===== config.mk =====
export PLATFORM = sky130hd
export DESIGN_NAME = positional_list_insert_delete
export DESIGN_NICKNAME = d
export VERILOG_FILES = /design/src/rtl/core/pli_pkg.sv /design/src/rtl/core/positional_list_insert_delete.sv /design/src/rtl/core/pli_cell.sv
export SDC_FILE = /design/constraint.sdc
export NUM_CORES = 2
export LEC_CHECK = 0
export BUFFER_PORTS_ARGS = -buffer_cell sky130_fd_sc_hd__buf_4
export CAP_MARGIN = 10
export CORE_MARGIN = 4
export CORE_UTILIZATION = 48
export CTS_BUF_LIST = sky130_fd_sc_hd__clkbuf_2 sky130_fd_sc_hd__clkbuf_4 sky130_fd_sc_hd__clkbuf_8
export DETAILED_ROUTE_END_ITERATION = 16
export HOLD_SLACK_MARGIN = 0.15
export SYNTH_ARGS = -nofsm -noshare
export SYNTH_HDL_FRONTEND = slang
export SYNTH_SLANG_ARGS = --single-unit

===== constraint.sdc =====
create_clock -name clk -period 11.2 [get_ports clk]
set_input_delay 1.68 -clock clk [delete_from_list [all_inputs] [get_ports clk]]
set_output_delay 1.68 -clock clk [all_outputs]
set_load 0.01 [all_outputs]

===== src/rtl/core/pli_pkg.sv =====
`timescale 1ns / 1ps
// Package with the beat types, codes and cell controls of the positional list.
package pli_pkg;

	localparam int IDX_W = 7;

	typedef enum logic [2:0] {
		OP_INS_FRONT = 3'd0,
		OP_INS_BACK  = 3'd1,
		OP_INS_POS   = 3'd2,
		OP_DEL_BACK  = 3'd3,
		OP_DEL_FRONT = 3'd4,
		OP_DEL_POS   = 3'd5,
		OP_DUMP      = 3'd6,
		OP_BAD       = 3'd7
	} pli_op_e;

	typedef enum logic [2:0] {
		STAT_OK     = 3'd0,
		STAT_FULL   = 3'd1,
		STAT_EMPTY  = 3'd2,
		STAT_BADPOS = 3'd3,
		STAT_BADOP  = 3'd4
	} pli_status_e;

	typedef enum logic [1:0] {
		CMD_HOLD,
		CMD_INS,
		CMD_DEL,
		CMD_ROT
	} pli_cmd_e;

	typedef enum logic {
		FSM_IDLE,
		FSM_DUMP
	} pli_fsm_e;

	typedef struct packed {
		logic [2:0]         op;
		logic [4:0]         position;
		logic signed [31:0] value;
	} pli_req_t;

	typedef struct packed {
		logic [2:0]         status;
		logic signed [31:0] data;
		logic               last;
		logic [6:0]         count;
	} pli_rsp_t;

	typedef struct packed {
		pli_cmd_e           cmd;
		logic [IDX_W-1:0]   idx;
		logic signed [31:0] value;
	} pli_ctrl_t;

endpackage


===== src/rtl/core/positional_list_insert_delete.sv =====
`timescale 1ns / 1ps
// Top level of the positional list: request decode, dump sequencer and the row of cells.
//
// Usage: requests arrive on the req channel (req_valid, req_stall, req) and
// results leave on the rsp channel (rsp_valid, rsp_stall, rsp). A beat moves
// at a clock edge where valid is high and stall is low.
// Edit requests (inserts, deletes) and failed requests give one result beat,
// registered in the cycle after the request beat. Every cell of the row shifts
// at once, so such requests are taken one per cycle while the receiver keeps
// up. A dump of N entries gives N beats, one per cycle while the receiver
// keeps up, with last on the final one; the list rotates through the head
// cell and is back in order at the end. The request channel is stalled from
// the dump beat until the final dump beat is loaded.
// Reset empties the list at once; no clearing pass is needed because entries
// at and above the count never reach a result beat.
// When the receiver stalls, the result beat holds in the output register and
// the request channel stalls until that register frees up.
module positional_list_insert_delete import pli_pkg::*; #(
	parameter int LIST_DEPTH = 16
) (
	input  logic     clk,
	input  logic     arst_n,
	input  logic     req_valid,
	output logic     req_stall,
	input  pli_req_t req,
	output logic     rsp_valid,
	input  logic     rsp_stall,
	output pli_rsp_t rsp
);

	localparam int CNT_W = $clog2(LIST_DEPTH + 1);
	localparam logic [CNT_W-1:0] CNT_MAX = CNT_W'(LIST_DEPTH);

	pli_fsm_e           state_q;
	pli_fsm_e           state_d;
	logic [CNT_W-1:0]   count_q;
	logic [CNT_W-1:0]   count_d;
	logic [CNT_W-1:0]   left_q;
	logic               rsp_valid_q;
	pli_rsp_t           rsp_q;
	pli_rsp_t           rsp_d;
	logic               load_rsp;
	logic               slot_free;
	logic               accept;
	logic               dump_start;
	logic               dump_emit;
	pli_ctrl_t          ctrl;
	logic [IDX_W-1:0]   cnt_ext;
	logic [IDX_W-1:0]   pos_ext;
	logic signed [31:0] entries [LIST_DEPTH];

	assign cnt_ext   = IDX_W'(count_q);
	assign pos_ext   = IDX_W'(req.position);
	assign slot_free = !rsp_valid_q || !rsp_stall;
	assign req_stall = (state_q != FSM_IDLE) || !slot_free;
	assign accept    = req_valid && !req_stall;

	always_comb begin
		state_d = state_q;
		case (state_q)
			FSM_IDLE: begin
				if (dump_start) begin
					state_d = FSM_DUMP;
				end
			end
			FSM_DUMP: begin
				if (dump_emit && left_q == CNT_W'(1)) begin
					state_d = FSM_IDLE;
				end
			end
			default: begin
				state_d = FSM_IDLE;
			end
		endcase
	end

	always_comb begin
		load_rsp   = 1'b0;
		dump_start = 1'b0;
		dump_emit  = 1'b0;
		count_d    = count_q;
		ctrl.cmd   = CMD_HOLD;
		ctrl.idx   = '0;
		ctrl.value = req.value;
		rsp_d        = '0;
		rsp_d.status = STAT_OK;
		rsp_d.last   = 1'b1;
		case (state_q)
			FSM_IDLE: begin
				if (accept) begin
					load_rsp = 1'b1;
					case (pli_op_e'(req.op))
						OP_INS_FRONT, OP_INS_BACK, OP_INS_POS: begin
							if (count_q == CNT_MAX) begin
								rsp_d.status = STAT_FULL;
							end else if (req.op == OP_INS_FRONT) begin
								ctrl.cmd = CMD_INS;
								ctrl.idx = '0;
								count_d  = count_q + CNT_W'(1);
							end else if (req.op == OP_INS_BACK) begin
								ctrl.cmd = CMD_INS;
								ctrl.idx = cnt_ext;
								count_d  = count_q + CNT_W'(1);
							end else if (pos_ext == '0 || pos_ext > cnt_ext + IDX_W'(1)) begin
								rsp_d.status = STAT_BADPOS;
							end else begin
								ctrl.cmd = CMD_INS;
								ctrl.idx = pos_ext - IDX_W'(1);
								count_d  = count_q + CNT_W'(1);
							end
						end
						OP_DEL_BACK, OP_DEL_FRONT, OP_DEL_POS: begin
							if (count_q == '0) begin
								rsp_d.status = STAT_EMPTY;
							end else if (req.op == OP_DEL_BACK) begin
								count_d = count_q - CNT_W'(1);
							end else if (req.op == OP_DEL_FRONT) begin
								ctrl.cmd = CMD_DEL;
								ctrl.idx = '0;
								count_d  = count_q - CNT_W'(1);
							end else if (pos_ext == '0 || pos_ext > cnt_ext) begin
								rsp_d.status = STAT_BADPOS;
							end else begin
								ctrl.cmd = CMD_DEL;
								ctrl.idx = pos_ext - IDX_W'(1);
								count_d  = count_q - CNT_W'(1);
							end
						end
						OP_DUMP: begin
							if (count_q == '0) begin
								rsp_d.status = STAT_EMPTY;
							end else begin
								load_rsp   = 1'b0;
								dump_start = 1'b1;
							end
						end
						default: begin
							rsp_d.status = STAT_BADOP;
						end
					endcase
				end
			end
			FSM_DUMP: begin
				if (slot_free) begin
					dump_emit  = 1'b1;
					load_rsp   = 1'b1;
					rsp_d.data = entries[0];
					rsp_d.last = (left_q == CNT_W'(1));
					ctrl.cmd   = CMD_ROT;
					ctrl.idx   = cnt_ext - IDX_W'(1);
				end
			end
			default: begin
				load_rsp = 1'b0;
			end
		endcase
		rsp_d.count = 7'(count_d);
	end

	always_ff @(posedge clk or negedge arst_n) begin
		if (!arst_n) begin
			state_q     <= FSM_IDLE;
			count_q     <= '0;
			left_q      <= '0;
			rsp_valid_q <= 1'b0;
		end else begin
			state_q <= state_d;
			count_q <= count_d;
			if (dump_start) begin
				left_q <= count_q;
			end else if (dump_emit) begin
				left_q <= left_q - CNT_W'(1);
			end
			if (load_rsp) begin
				rsp_valid_q <= 1'b1;
			end else if (!rsp_stall) begin
				rsp_valid_q <= 1'b0;
			end
		end
	end

	always_ff @(posedge clk) begin
		if (load_rsp) begin
			rsp_q <= rsp_d;
		end
	end

	assign rsp_valid = rsp_valid_q;
	assign rsp       = rsp_q;

	for (genvar i = 0; i < LIST_DEPTH; i++) begin : g_cell
		logic signed [31:0] lower;
		logic signed [31:0] upper;
		if (i == 0) begin : g_first
			assign lower = entries[i];
		end else begin : g_inner_lo
			assign lower = entries[i-1];
		end
		if (i == LIST_DEPTH - 1) begin : g_last
			assign upper = entries[i];
		end else begin : g_inner_hi
			assign upper = entries[i+1];
		end
		pli_cell #(
			.INDEX(i)
		) u_cell (
			.clk   (clk),
			.ctrl  (ctrl),
			.lower (lower),
			.upper (upper),
			.head  (entries[0]),
			.entry (entries[i])
		);
	end

	a_count_bound: assert property (@(posedge clk) disable iff (!arst_n)
		count_q <= CNT_MAX)
		else $error("entry count exceeds list depth");

	a_dump_left: assert property (@(posedge clk) disable iff (!arst_n)
		state_q == FSM_DUMP |-> (left_q != '0 && left_q <= count_q))
		else $error("dump counter out of range");

	a_dump_blocks: assert property (@(posedge clk) disable iff (!arst_n)
		state_q == FSM_DUMP |-> req_stall)
		else $error("request taken during dump");

	a_partial_dump: assert property (@(posedge clk) disable iff (!arst_n)
		(rsp_valid_q && !rsp_q.last) |-> state_q == FSM_DUMP)
		else $error("non-final beat outside a dump");

endmodule


===== src/rtl/core/pli_cell.sv =====
`timescale 1ns / 1ps
// One list cell: holds an entry and takes a new value, a neighbor's value or the head.
module pli_cell import pli_pkg::*; #(
	parameter int INDEX = 0
) (
	input  logic               clk,
	input  pli_ctrl_t          ctrl,
	input  logic signed [31:0] lower,
	input  logic signed [31:0] upper,
	input  logic signed [31:0] head,
	output logic signed [31:0] entry
);

	localparam logic [IDX_W-1:0] MY_IDX = IDX_W'(INDEX);

	logic signed [31:0] entry_q;
	logic signed [31:0] entry_d;

	always_comb begin
		entry_d = entry_q;
		case (ctrl.cmd)
			CMD_INS: begin
				if (MY_IDX > ctrl.idx) begin
					entry_d = lower;
				end else if (MY_IDX == ctrl.idx) begin
					entry_d = ctrl.value;
				end
			end
			CMD_DEL: begin
				if (MY_IDX >= ctrl.idx) begin
					entry_d = upper;
				end
			end
			CMD_ROT: begin
				if (MY_IDX == ctrl.idx) begin
					entry_d = head;
				end else if (MY_IDX < ctrl.idx) begin
					entry_d = upper;
				end
			end
			default: begin
				entry_d = entry_q;
			end
		endcase
	end

	always_ff @(posedge clk) begin
		entry_q <= entry_d;
	end

	assign entry = entry_q;

endmodule


Word-level counts from Yosys, hierarchy flattened
Cells that the tools add are included.

Register bits after elaboration: 565. Bits in latches: 0. Memory bits (writable): 0. Memory bits (read-only): 0. Input bits: 44. Output and inout bits: 45. Logic and storage cells: 337. Memories kept: 0.

Add/subtract/negate cells: 6. $mul: 0. Divide/modulo/power cells: 0. Order comparisons: 48. Eq/ne operators: 76. Shift-type cells: 0. Mux-type cells: 144. Bitwise operators: 2. Reduce and logical (&&, ||, !) cells: 37.

Operator list (number): $mux W32 (78); $pmux W32 S3 (15); $ne A3 B1 Y1 const B (29); $pmux W32 S2 (1); $mux W5 (12); $eq A4 B7 Y1 const A (8); $gt A4 B7 Y1 const A (8); $reduce_and A4 Y1 (14); $mux W9 (6); $ge A4 B7 Y1 const A (7); $lt A4 B7 Y1 const A (7); $ne A2 B1 Y1 const B (19); $pmux W9 S2 (2); $mux W8 (4); $eq A3 B7 Y1 const A (4); $ge A3 B7 Y1 const A (4); $gt A3 B7 Y1 const A (4); $lt A3 B7 Y1 const A (4); $mux W2 (9); $eq A2 B7 Y1 const A (2); $ge A1 B7 Y1 const A (2); $ge A2 B7 Y1 const A (2); $gt A1 B7 Y1 const A (2); $gt A2 B7 Y1 const A (2); other kinds (35) (68).

Logic depth before layout (Yosys ltp)
Word-level depth: 14. Depth in mapped cells: 18. Depth with buffers taken out: 13.

Hierarchy
A second synthesis with hierarchy kept.

Cells, all modules: 3318. Area, all modules: 38341.8 um^2.

Modules (own cells, without submodules): positional_list_insert_delete (instances 1, cells each 300, area each 3079.2 um^2, seq. area each 1531.5 um^2); pli_cell (g_cell[15].u_cell) (instances 1, cells each 279, area each 3022.9 um^2, seq. area each 960.9 um^2); pli_cell (g_cell[13].u_cell) (instances 1, cells each 258, area each 2720.1 um^2, seq. area each 960.9 um^2); pli_cell (g_cell[8].u_cell) (instances 1, cells each 250, area each 2660.1 um^2, seq. area each 960.9 um^2); pli_cell (g_cell[12].u_cell) (instances 1, cells each 272, area each 2528.7 um^2, seq. area each 960.9 um^2); pli_cell (g_cell[14].u_cell) (instances 1, cells each 188, area each 2353.5 um^2, seq. area each 960.9 um^2); pli_cell (g_cell[4].u_cell) (instances 1, cells each 193, area each 2294.7 um^2, seq. area each 960.9 um^2); pli_cell (g_cell[2].u_cell) (instances 1, cells each 192, area each 2175.8 um^2, seq. area each 960.9 um^2); pli_cell (g_cell[6].u_cell) (instances 1, cells each 191, area each 2167.1 um^2, seq. area each 960.9 um^2); pli_cell (g_cell[10].u_cell) (instances 1, cells each 149, area each 2094.5 um^2, seq. area each 960.9 um^2); pli_cell (g_cell[7].u_cell) (instances 1, cells each 148, area each 2088.3 um^2, seq. area each 960.9 um^2); pli_cell (g_cell[0].u_cell) (instances 1, cells each 180, area each 1924.3 um^2, seq. area each 960.9 um^2); pli_cell (g_cell[1].u_cell) (instances 1, cells each 155, area each 1898.1 um^2, seq. area each 960.9 um^2); pli_cell (g_cell[5].u_cell) (instances 1, cells each 153, area each 1894.3 um^2, seq. area each 960.9 um^2); +3 rows.

Worst setup path before layout
Ideal clock, no wire load.

Path kind: input -> register. From: input port req[32] in the netlist's numbering. To: register g_cell[10].u_cell.entry_q[0] (enable). Library setup time: 466 ps. Arrival time: 6232 ps. Data required time: 10734 ps. Path slack: 4503 ps. Stages on the path: 11. Path buffers: 1. Cell sequence: inv_1 -> ha_1 -> or3b_4 -> a32o_1 -> nand2_1 -> nor3_1 -> a2111o_1 -> o21ai_1 -> nand2_1 -> clkbuf_1 -> o21ai_0.

Longest elaborated chain between the ends: 12. Elaborated cells on any way between the ends: 29. Classes of those cells: add/sub: 1; order compare: 5; eq/ne: 7; mux: 11; reduce/logical: 5.

Ends and longest elaborated chain: start, declared (line positional_list_insert_delete.sv:25) `input pli_req_t req,`; $gt A5 B6 Y1, or another cell as far along (line positional_list_insert_delete.sv:104) `end else if (pos_ext == '0 || pos_ext > cnt_ext + IDX_W'(1)) begin`; $logic_or A1 B1 Y1 (on tied branches) (line positional_list_insert_delete.sv:104, positional_list_insert_delete.sv:121); $mux W8 or $mux W9 (tied branches) (line positional_list_insert_delete.sv:104, positional_list_insert_delete.sv:121); $mux W8 or $mux W9 (tied branches) (line positional_list_insert_delete.sv:100, positional_list_insert_delete.sv:117); $mux W8 or $mux W9 (tied branches) (line positional_list_insert_delete.sv:96, positional_list_insert_delete.sv:115); $mux W8 or $mux W9 (tied branches) (line positional_list_insert_delete.sv:94, positional_list_insert_delete.sv:113); $pmux W9 S2 * (line positional_list_insert_delete.sv:92) `case (pli_op_e'(req.op))`; $mux W9 * (line positional_list_insert_delete.sv:90) `if (accept) begin`; $pmux W9 S2 * (line positional_list_insert_delete.sv:88) `case (state_q)`; $lt A4 B7 Y1, or another cell as far along (line pli_cell.sv:37) `end else if (MY_IDX < ctrl.idx) begin`; $ne A3 B1 Y1 (no line), or another cell as far along; $reduce_and A4 Y1 (no line) *; end signal, assigned (line pli_cell.sv:48) `entry_q <= entry_d;`; end, declared (line pli_cell.sv:16) `logic signed [31:0] entry_q;`.

Mark *: on every way between the ends. The rest lies on a longest branch, timed or not. A chain may end at the register's enable or synchronous reset.

Worst setup path after layout
From: register count_q[0]. To: register g_cell[1].u_cell.entry_q[11], data pin.

Longest elaborated chain between the ends: 13. Elaborated cells on any way between the ends: 28. Classes of those cells: add/sub: 2; order compare: 3; eq/ne: 5; mux: 15; reduce/logical: 3.

Ends and longest elaborated chain: start, declared (line positional_list_insert_delete.sv:36) `logic [CNT_W-1:0] count_q;`; start signal, assigned (line positional_list_insert_delete.sv:168) `count_q <= count_d;`; $add A5 B1 Y6 (line positional_list_insert_delete.sv:104); $gt A5 B6 Y1 (line positional_list_insert_delete.sv:104); $logic_or A1 B1 Y1 (line positional_list_insert_delete.sv:104); $mux W8 (line positional_list_insert_delete.sv:104); $mux W8 (line positional_list_insert_delete.sv:100) `end else if (req.op == OP_INS_BACK) begin`; $mux W8 (line positional_list_insert_delete.sv:96) `end else if (req.op == OP_INS_FRONT) begin`; $mux W8 (line positional_list_insert_delete.sv:94) `if (count_q == CNT_MAX) begin`; $pmux W9 S2 (line positional_list_insert_delete.sv:92); $mux W9 (line positional_list_insert_delete.sv:90); $pmux W9 S2 * (line positional_list_insert_delete.sv:88); $gt A1 B7 Y1 or $eq A1 B7 Y1 (tied branches) (line pli_cell.sv:23, pli_cell.sv:35); $mux W32 (on tied branches) (line pli_cell.sv:23, pli_cell.sv:35); $pmux W32 S3 * (line pli_cell.sv:21) `case (ctrl.cmd)`; named net g_cell[1].u_cell.entry_d[11] (line pli_cell.sv:17) `logic signed [31:0] entry_d;`; end signal, assigned (line pli_cell.sv:48); end, declared (line pli_cell.sv:16).

Mark *: on every way through the listed nets, which the timed path passes. The rest lies on a longest branch.

==> key figures <==
Outcome
  • Status: complete, no violations

Power
  • Cell area power density: ~300 nW/µm²
  • Worst vdd ir: ~0.22 mV
  • Leakage: 11.9 nW
  • Total Power: about 11 mW

Drt
  • Detailed Route WL: 122000 µm
  • Pre-Repair DR Iteration Count: 7
  • DR iter-0 viols: 3886
  • Via density per instance: 7.34
  • Avg WL per Cell: 33.4 µm
  • Routed Antenna Nets: 0
  • Routed vias: 26800
  • DRC: 0

Worst setup path
  • Crit-path cells: ha_1 > nand3_1 > xnor2_1 > ha_1 > nand3_1 > o32ai_1 > a211oi_1 > a211oi_1 > a211oi_4 > buf_4 > nand2_1 > nor2_4 > buf_4 > and2_1 > buf_4 > a221o_1
  • Delay of the slowest critical-path stage: between 0.7 and 0.8 ns
  • FF-to-FF End: g_cell[1].u_cell.entry[11]
  • Crit path DAT: about 7.3 ns
  • Setup CP Type: reg -> reg
  • Worst Reg2Reg Path Length in Cells: 16
  • Cell mode on critical path: buf_4
  • Slowest cell on crit path: nor2_4
  • Worst path top cell family by delay: buffers and inverters
  • WP buf/inv: 3
  • Reg2Reg Launch Point: count_q[0]
  • Worst Path Max Fanout: 41
  • CP required: 11.76 ns
  • Crit end category: flip-flop
  • CP Launch Type: flip-flop
  • R2r setup slk: approximately 4.5 ns

GRT
  • GR Overflow Total: 0
  • Met3 Use GR: 0.0965
  • Vias in the first global route: 25600
  • M2 GR Usage: 0.514
  • Met1 usage: 0.486
  • First-pass GRT wire length: 176000 µm
  • Largest net degree at the start of global routing: 94
  • Initial antenna violation count: 6
  • Busiest grt layer: met2
  • GRT Util Overall: 0.348

Timing
  • Layout Skew: 0.0384 ns
  • Worst-Margin Slew: 1.21 ns
  • Fmax: 148 MHz
  • Hold slack: 0.521 ns
  • Final period util: 0.602
  • Relative slew margins: 0.190
  • Setup_tns: 0 ns
  • RSZ-0062 raised after global routing: false
  • # setup viols final: 0
  • Final Hold Viols: 0
  • Max Slew Vio Count: 0
  • Worst Slack Setup Final: 4.46 ns
  • Minimum clock period: 6.74 ns

Worst hold path
  • Hold Crit Start: g_cell[15].u_cell.entry[10]
  • Worst Hold Class: reg -> reg
  • Worst hold path depth: 2
  • Hold EP: g_cell[14].u_cell.entry[10]

Die
  • Core box area: 63200 µm²
  • Die W: 261 µm
  • Number of placement rows: 92
  • Die footprint: 68000 µm²
  • Initial Util: 0.485
  • Top-Level Pins: about 90
  • Die Y: 261 µm

Synthesis
  • EDFF count, synth: about 550
  • Avg Cell Area, Syn: ~11 µm²
  • Sequential fraction of the synthesis area: 0.551
  • Cells after Synth: between 2000 and 3000
  • Yosys cell types: 76
  • Cell area after synthesis: 30700 µm²
  • FF+latch count, synth: 565
  • Top FF cell, synth: edfxtp_1
  • YS warnings: 0
  • Ys async rst share: 0.0212

Layout
  • Final instance area: 34300 µm²
  • Area grow syn2layout: 11.7%
  • Core Util, Final: 0.542
  • Layout cells sized above 1: 0.150
  • Area of the multi-input gates: 13000 µm²
  • Commonest non-fill, non-tap cell in the layout: edfxtp_1
  • Fillcell total: between 5000 and 6000
  • Non-Filler Instances: 3651
  • Register area: ~17000 µm²
  • Most frequent cells in the layout: edfxtp_1 (553), nand2_1 (335), o21ai_0 (234), a221o_1 (225), a22oi_1 (201)
  • Nets: 2784

Placement
  • Port bufs: 86
  • Placed Area: 32300 µm²
  • DP HPWL: 70900 µm
  • Gp weighted congestion: about 0.90
  • DP Worst Slack: roughly 4.1 ns
  • Placed Instances: 3469

Clock tree
  • Root Buffer: clkbuf_8
  • Post-cts resize count: 0
  • H-tree lvl count: 3
  • Maximum clock path buffer count: 3
  • Clock tree from TritonCTS: built
  • Clk Latency, worst-skew pair: 0.71 ns
  • Clock sink count: 565
  • Worst-path clk slew: ~0.060 ns
  • Setup Buffers After CTS: 0
  • Hold buffers post-CTS: 0
  • TritonCTS Buffers: 99

Run
  • Maxcap violations: 0
[cell families after synthesis]
group / count (synthesis) / synth area share
buffers and inverters: 329 / 0.0445
AND/OR/NAND/NOR: 676 / 0.0998
adder cells (fa/ha/maj): 15 / 0.00612
flip-flops: 565 / 0.551
XOR/XNOR: 7 / 0.00200
multiplexers: 158 / 0.0516
AO/OA/AOI/OAI: 1015 / 0.245
other: 1 / 0.000122
[report_power, final]
part	internal (mW)	total, mW	leakage, nW	switching (mW)
clock network	1.04	1.94	1.03	0.906
logic	1.50	4.58	5.59	3.09
registers	3.42	4.01	5.26	0.590
[worst register-to-register path, stage by stage, from the launching register on]
cell	delay, ns
dfrtp_1	0.75
ha_1	0.40
nand3_1	0.13
xnor2_1	0.33
ha_1	0.31
nand3_1	0.09
o32ai_1	0.11
a211oi_1	0.49
a211oi_1	0.18
a211oi_4	0.19
buf_4	0.74
nand2_1	0.54
nor2_4	0.77
buf_4	0.56
and2_1	0.21
buf_4	0.50
a221o_1	0.29
[registers in the layout, indices dropped and copies added (netlist names)]
signal,flops
g_cell.u_cell.entry,512
state_q,1
rsp,41
left_q,5
count_q,5
rsp_valid,1
[worst max path at each step]
| stage | from | endpoint | depth (start not counted) |
|---|---|---|---|
| final | count_q[0] | g_cell[1].u_cell.entry[11] | 16 |
| after global placement | req[32] | g_cell[1].u_cell.entry[11] | 15 |
| after floorplan | req[32] | g_cell[10].u_cell.entry[0] | 11 |
| after detailed placement | req[32] | g_cell[1].u_cell.entry[9] | 15 |
| after global routing | count_q[0] | g_cell[1].u_cell.entry[11] | 16 |
| after CTS | count_q[0] | g_cell[1].u_cell.entry[11] | 16 |
[routing by layer]
metal,vias up,share of wire
met3,383,0.13
li1,10900,-
met1,13300,0.39
met4,8,0.048
met2,2181,0.43
met5,-,0.00069
[area by class of cell]
| type | count | area share |
|---|---|---|
| diodes | 1 | 0.0000730 |
| flip-flops and latches | 565 | 0.493 |
| well taps | 846 | 0.0309 |
| clock inverters | 43 | 0.00800 |
| repair buffers | 167 | 0.0375 |
| multi-input cells | 1873 | 0.379 |
| clock buffers | 137 | 0.0490 |
| inverters | 19 | 0.00212 |
[cells in the mapped netlist (all sizes together), types with 65 or more instances]
cell | count | area (µm²)
nor2 | 67 | 259
nand2 | 336 | 1260
buf | 95 | 487
a32oi | 65 | 569
a221o | 225 | 2250
a22oi | 221 | 1760
clkbuf | 215 | 807
a21oi | 96 | 492
o21ai | 274 | 1380
mux2i | 158 | 1580
edfxtp | 553 | 16600
nand3 | 173 | 871
Power figures use the tool's default switching activity.
